File: config.mk
export PLATFORM = sky130hd
export DESIGN_NAME = ibit_ctrl
export DESIGN_NICKNAME = d
export VERILOG_FILES = /design/src/ibit_pkg.sv /design/src/ibit_ctrl.sv
export SDC_FILE = /design/constraint.sdc
export NUM_CORES = 1
export LEC_CHECK = 0
export ABC_AREA = 1
export BUFFER_PORTS_ARGS = -buffer_cell sky130_fd_sc_hd__buf_4
export CAP_MARGIN = 5
export CORE_AREA = 2 2 39 41
export CTS_BUF_LIST = sky130_fd_sc_hd__clkbuf_8
export DETAILED_ROUTE_END_ITERATION = 12
export DIE_AREA = 0 0 41 43
export PLACE_DENSITY = 0.69
export SETUP_SLACK_MARGIN = 0.4
export SLEW_MARGIN = 40
export SYNTH_ARGS = -nofsm -noshare
export SYNTH_HDL_FRONTEND = slang
export SYNTH_SLANG_ARGS = --single-unit
File: constraint.sdc
create_clock -name clk -period 3.64 [get_ports clk]
set_clock_uncertainty 0.1 [all_clocks]
set_input_delay 0.546 -clock clk [delete_from_list [all_inputs] [get_ports clk]]
set_output_delay 0.546 -clock clk [all_outputs]
set_load 0.02 [all_outputs]
File: src/ibit_pkg.sv
package ibit_pkg;

    localparam int POS_W  = 10;
    localparam int ITEM_W = 12;
    localparam int PTR_W  = 13;
    localparam int FIELD_W = 32;
    localparam int CFG_W  = 13;
    localparam int NPOS_W = 11;
    localparam int NCON_W = 13;

    localparam logic [2:0] MODE_LOAD_CONS  = 3'd0;
    localparam logic [2:0] MODE_LOAD_START = 3'd1;
    localparam logic [2:0] MODE_PREPARE    = 3'd2;
    localparam logic [2:0] MODE_QUERY      = 3'd3;
    localparam logic [2:0] MODE_RESTORE    = 3'd4;

    localparam logic [1:0] ST_OK         = 2'd0;
    localparam logic [1:0] ST_BAD_INDEX  = 2'd1;
    localparam logic [1:0] ST_INFEASIBLE = 2'd2;

    localparam logic CFG_NUM_POSITIONS   = 1'b0;
    localparam logic CFG_NUM_CONSTRAINTS = 1'b1;

    typedef enum logic [3:0] {
        S_IDLE,
        S_DISPATCH,
        S_WR_LOAD,
        S_Q_RD,
        S_Q_LOAD,
        S_Q_MERGE,
        S_P_RD,
        S_P_INIT,
        S_P_LAT,
        S_W_RD,
        S_W_CHK,
        S_WB,
        S_R_RD,
        S_R_WR,
        S_FINISH
    } ibit_state_t;

    typedef struct packed {
        logic capture;
        logic wr_load;
        logic load_self;
        logic rd_next;
        logic rd_start1;
        logic merge_next;
        logic latch_start1;
        logic init_prep;
        logic walk_step;
        logic write_back;
        logic copy_snap;
        logic clr_cnt;
        logic finish;
    } ibit_cmd_t;

    typedef struct packed {
        logic [2:0] mode;
        logic       mode_ok;
        logic       reached_eq;
        logic       walk_go;
        logic       walk_block;
        logic       cnt_last;
        logic       np_zero;
        logic       out_busy;
    } ibit_sts_t;

endpackage

File: src/ibit_ctrl.sv
module ibit_ctrl (
    input  logic              clk,
    input  logic              rst_n,
    input  logic              in_valid,
    output logic              in_stall,
    input  ibit_pkg::ibit_sts_t sts,
    output ibit_pkg::ibit_cmd_t cmd
);
    import ibit_pkg::*;

    ibit_state_t state_reg;
    ibit_state_t state_next;

    always_ff @(posedge clk or negedge rst_n)
    begin
        if (!rst_n)
        begin
            state_reg <= S_IDLE;
        end
        else
        begin
            state_reg <= state_next;
        end
    end

    always_comb
    begin
        state_next = state_reg;
        unique case (state_reg)
            S_IDLE:
            begin
                if (in_valid)
                begin
                    state_next = S_DISPATCH;
                end
            end
            S_DISPATCH:
            begin
                unique case (sts.mode) inside
                    MODE_LOAD_CONS, MODE_LOAD_START:
                        state_next = sts.mode_ok ? S_WR_LOAD : S_FINISH;
                    MODE_PREPARE:
                        state_next = sts.mode_ok ? S_P_RD : S_FINISH;
                    MODE_QUERY:
                        state_next = sts.mode_ok ? S_Q_RD : S_FINISH;
                    MODE_RESTORE:
                        state_next = sts.np_zero ? S_FINISH : S_R_RD;
                    default:
                        state_next = S_FINISH;
                endcase
            end
            S_WR_LOAD: state_next = S_FINISH;
            S_Q_RD:    state_next = S_Q_LOAD;
            S_Q_LOAD:  state_next = S_Q_MERGE;
            S_Q_MERGE: state_next = sts.reached_eq ? S_FINISH : S_W_RD;
            S_P_RD:    state_next = S_P_INIT;
            S_P_INIT:  state_next = S_P_LAT;
            S_P_LAT:   state_next = S_W_RD;
            S_W_RD:    state_next = S_W_CHK;
            S_W_CHK:   state_next = (sts.walk_go && !sts.walk_block) ? S_W_RD : S_WB;
            S_WB:      state_next = S_FINISH;
            S_R_RD:    state_next = S_R_WR;
            S_R_WR:    state_next = sts.cnt_last ? S_FINISH : S_R_RD;
            S_FINISH:
            begin
                if (!sts.out_busy)
                begin
                    state_next = S_IDLE;
                end
            end
            default:   state_next = S_IDLE;
        endcase
    end

    always_comb
    begin
        cmd      = '0;
        in_stall = 1'b1;
        unique case (state_reg)
            S_IDLE:
            begin
                in_stall    = 1'b0;
                cmd.capture = in_valid;
            end
            S_DISPATCH: cmd.clr_cnt = 1'b1;
            S_WR_LOAD:  cmd.wr_load = 1'b1;
            S_Q_LOAD:
            begin
                cmd.load_self = 1'b1;
                cmd.rd_next   = 1'b1;
                cmd.rd_start1 = 1'b1;
            end
            S_Q_MERGE:
            begin
                cmd.merge_next   = !sts.reached_eq;
                cmd.latch_start1 = 1'b1;
            end
            S_P_INIT:
            begin
                cmd.init_prep = 1'b1;
                cmd.rd_start1 = 1'b1;
            end
            S_P_LAT:    cmd.latch_start1 = 1'b1;
            S_W_CHK:    cmd.walk_step = 1'b1;
            S_WB:       cmd.write_back = 1'b1;
            S_R_WR:     cmd.copy_snap = 1'b1;
            S_FINISH:   cmd.finish = !sts.out_busy;
            default:    cmd = '0;
        endcase
    end

endmodule

Yosys cells after proc, flatten, opt, wreduce, memory -nomap -nowiden
Cells that the tools add are included.
{"block": "op_classes", "eq_ne": 20, "mux": 24, "n_reduce_logical": 11}
{"operator": "case mux 4 bit (14 select lines)", "count": 1}
{"operator": "== test 4 bit (second input constant)", "count": 7}
{"operator": "two-way mux 4 bit", "count": 5}
{"operator": "== test 4 x 3 -> 1 bit (second input constant)", "count": 4}
{"operator": "case mux 4 bit (4 select lines)", "count": 1}
{"operator": "two-way mux 1 bit", "count": 12}
{"operator": "== test 4 x 2 -> 1 bit (second input constant)", "count": 2}
{"operator": "two-way mux 2 bit", "count": 4}
{"operator": "OR reduction 2 bit", "count": 4}
{"operator": "== test 3 x 2 -> 1 bit (second input constant)", "count": 2}
{"operator": "== test 4 x 1 -> 1 bit (second input constant)", "count": 1}
{"operator": "zero test 4 bit", "count": 1}
{"operator": "inequality test 2 bit (second input constant)", "count": 2}
{"operator": "== test 3 x 1 -> 1 bit (second input constant)", "count": 1}
{"operator": "== test 3 bit (second input constant)", "count": 1}
{"operator": "zero test 1 bit", "count": 3}
{"operator": "zero test 3 bit", "count": 1}
{"operator": "two-way mux 3 bit", "count": 1}
{"operator": "AND reduction 2 bit", "count": 1}
{"operator": "logical AND 1 bit", "count": 1}
{"block": "totals", "register_bits": 4, "word_cells": 56, "out_inout_bits": 14, "inputBits": 13}

Logic depth before layout (Yosys ltp)
{"block": "logic_depth", "ltp_word": 4, "ltp_mapped": 7, "ltp_nobuf": 7}

Worst setup path after synthesis
No wires, ideal clock.
{"block": "synth_path", "kind": "register -> output", "from": "register state_reg[3]", "to": "output cmd[12] in the netlist's numbering", "stages_incl_launch_ff": 4, "n_path_buf": 0, "arrival_ns": 1.223, "setup_slack_ns": 1.771, "required_ns": 2.994, "path_cell_list": "dfrtp_1 -> nor2_1 -> nand2_1 -> nor2_1"}
{"element": "start, declared", "line": "ibit_ctrl.sv:11", "source": "ibit_state_t state_reg;"}
{"element": "start signal, assigned", "line": "ibit_ctrl.sv:22", "source": "state_reg <= state_next;"}
{"element": "end, declared", "line": "ibit_ctrl.sv:7", "source": "output ibit_pkg::ibit_cmd_t cmd"}

==> results.sh <==
export IMPL_final_nets=142
export IMPL_tightest_slew_ns=0.278
export IMPL_clock_latency_ns=0.21
export IMPL_drtIter0Drc=21
export IMPL_vias=667
export IMPL_wl_per_cell_um=9.58
export IMPL_cts_root_buf="clkbuf_8"
export IMPL_leakagePower_nw=0.485
export IMPL_antenna_found_initial=0
export IMPL_required_ns=2.99
export IMPL_post_cts_hold_buffer_count=0
export IMPL_holdWs_ns=0.0200
export IMPL_rr_endpoint="state_reg[3]$_DFFE_PN0P_"
export IMPL_rsz0062_at_grt="false"
export IMPL_min_period_ns=1.98
export IMPL_vdd_drop_max_uv=387
export IMPL_cp_arrival_ns=1.34
export IMPL_setup_violations_final=0
export IMPL_io_buffers=26
export IMPL_drive_gt1_share_pct=26.0
export IMPL_dieArea_mm2=0.00176
export IMPL_largest_reg_flops=4
export IMPL_cts_setup_buffers=0
export IMPL_placed_area_um2=702
export IMPL_synth_ff_latch_count=4
export IMPL_syn_inst=99
export IMPL_grt_pass1_vias=588
export IMPL_syn_cell_area_um2=494
export IMPL_seq_area_frac_synth_pct=20.3
export IMPL_dpl_hpwl_mm=1.21
export IMPL_cts_sinks=4
export IMPL_rows=14
export IMPL_max_freq_mhz=504
export IMPL_wl_mm=1.37
export IMPL_core_mm2=0.00138
export IMPL_power_per_cell_area_mw_per_mm2=833
export IMPL_final_cell_mix="36 x nand2_1, 26 x buf_4, 23 x nor2_1"
export IMPL_outcome="complete, no violations"
export IMPL_utilization_pct=53.7
export IMPL_hold_viol_final=0
export IMPL_yosysTopAreaCell="nand2_1"
export IMPL_ys_warn_count=0
export IMPL_synth_avg_cell_area_um2=4.99
export IMPL_cts_buffer_depth=2
export IMPL_fin_cells=143
export IMPL_hold_class="in -> async"
export IMPL_design_area_um2=743
export IMPL_post_route_period_util_pct=54.5
export IMPL_r2r_start="state_reg[0]$_DFFE_PN0P_"
export IMPL_antenna_left=0
export IMPL_drc=0
export IMPL_reg2reg_slack_ns=2.30
export IMPL_start_util_pct=35.7
export IMPL_grt_pass1_wl_mm=2.25
export IMPL_cp_endpoint="cmd[12]"
export IMPL_max_cap_viol_count=0
export IMPL_cts_resized=0
export IMPL_fin_tns_setup_ns=0
export IMPL_die_w_um=41
export IMPL_n_antenna_cell=0
export IMPL_endpoint_kind="primary output"
export IMPL_final_common_cell="nand2_1"
export IMPL_critPathLaunchType="flop"
export IMPL_crit_fanout=6
export IMPL_numCtsBuffers=3
export IMPL_die_h_um=43
export IMPL_track_usage_pct=18.4
export IMPL_synthDistinctLibCells=12
export IMPL_gp_congestion=0.848
export IMPL_path_class="reg -> out"
export IMPL_place_inst=140
export IMPL_relSlewSlack_pct=81.4
export IMPL_grt_max_degree=7
export IMPL_synthToLayoutAreaGrowth_pct=50.4
export IMPL_io_pins=27
export IMPL_synth_top_cell_area_share_pct=27.3
export IMPL_dr_pass1_iters=4
export IMPL_reg2reg_depth=6
export IMPL_cts_tree="done"
export IMPL_clk_pin_slew_ns=0.03
export IMPL_crit_start="state_reg[3]$_DFFE_PN0P_"
export IMPL_syn_nets=112
export IMPL_slew_viol_final=0
export IMPL_synth_top_cells_by_area="nand2_1 27%, dfrtp_1 20%, nor2_1 17%"
export IMPL_vias_per_cell=4.66
export IMPL_gr_total_overflow=0
export IMPL_ctsHtreeMaxLevel=1
==> cell families (layout without fill, tap and decap cells) <==
| family | Yosys count | count (layout) | synth area share, % |
|---|---|---|---|
| AOI/OAI and AO/OA | 2 | 2 | 2.02 |
| and+or+nand+nor | 73 | 73 | 61.8 |
| buffers and inverters | 20 | 48 | 15.9 |
| DFF | 4 | 4 | 20.3 |
==> synthesized netlist by cell type (all sizes together) <==
cell type	instances
o21ai	1
nor2	25
inv	19
a21oi	1
buf	1
nand2	37
nand3	10
dfrtp	4
nor3	1
==> layer usage <==
| layer | wire, um | GRT usage (%) |
|---|---|---|
| met5 | 0 | 0 |
| met3 | 121 | 4.71 |
| met2 | 676 | 29.1 |
| met1 | 573 | 24.3 |
| met4 | 0 | 4.00 |
==> area by class of cell <==
type                    instances  area (um^2)
multi-input cells              75          315
fillers                       158          641
flip-flops and latches          4          100
well taps                      16         20.0
inverters                      19         71.3
clock buffers                   3         41.3
repair buffers                 26          195
==> worst max-delay path, cell delays in order, from the launching register on <==
cell,delay (ns)
dfrtp_1,0.46
nor2_1,0.27
nand2_1,0.14
nor2_1,0.11
buf_4,0.14
==> through the flow <==
stage	setup WS, ns	power, mW
2_1_floorplan	1.77	0.397
3_3_place_gp	1.90	0.527
3_5_place_dp	1.87	0.531
4_1_cts	1.63	0.623
5_1_grt	1.51	0.689
6_report	1.66	0.619
==> worst min-delay path by stage <==
stage	start	end	slack, ns	cells past startpoint
floorplan	rst_n	state_reg[0]$_DFFE_PN0P_	0.15	0
global placement	rst_n	state_reg[1]$_DFFE_PN0P_	0.24	1
detailed placement	rst_n	state_reg[0]$_DFFE_PN0P_	0.24	1
CTS	rst_n	state_reg[1]$_DFFE_PN0P_	0.02	1
global route	rst_n	state_reg[1]$_DFFE_PN0P_	0.02	1
finish	rst_n	state_reg[0]$_DFFE_PN0P_	0.02	1
==> where the power goes <==
group | internal (mW) | switching (mW) | total, mW
Sequential | 0.0708 | 0.0413 | 0.112
Clock | 0.0704 | 0.0220 | 0.0924
Combinational | 0.152 | 0.263 | 0.415
Power figures use the tool's default switching activity.
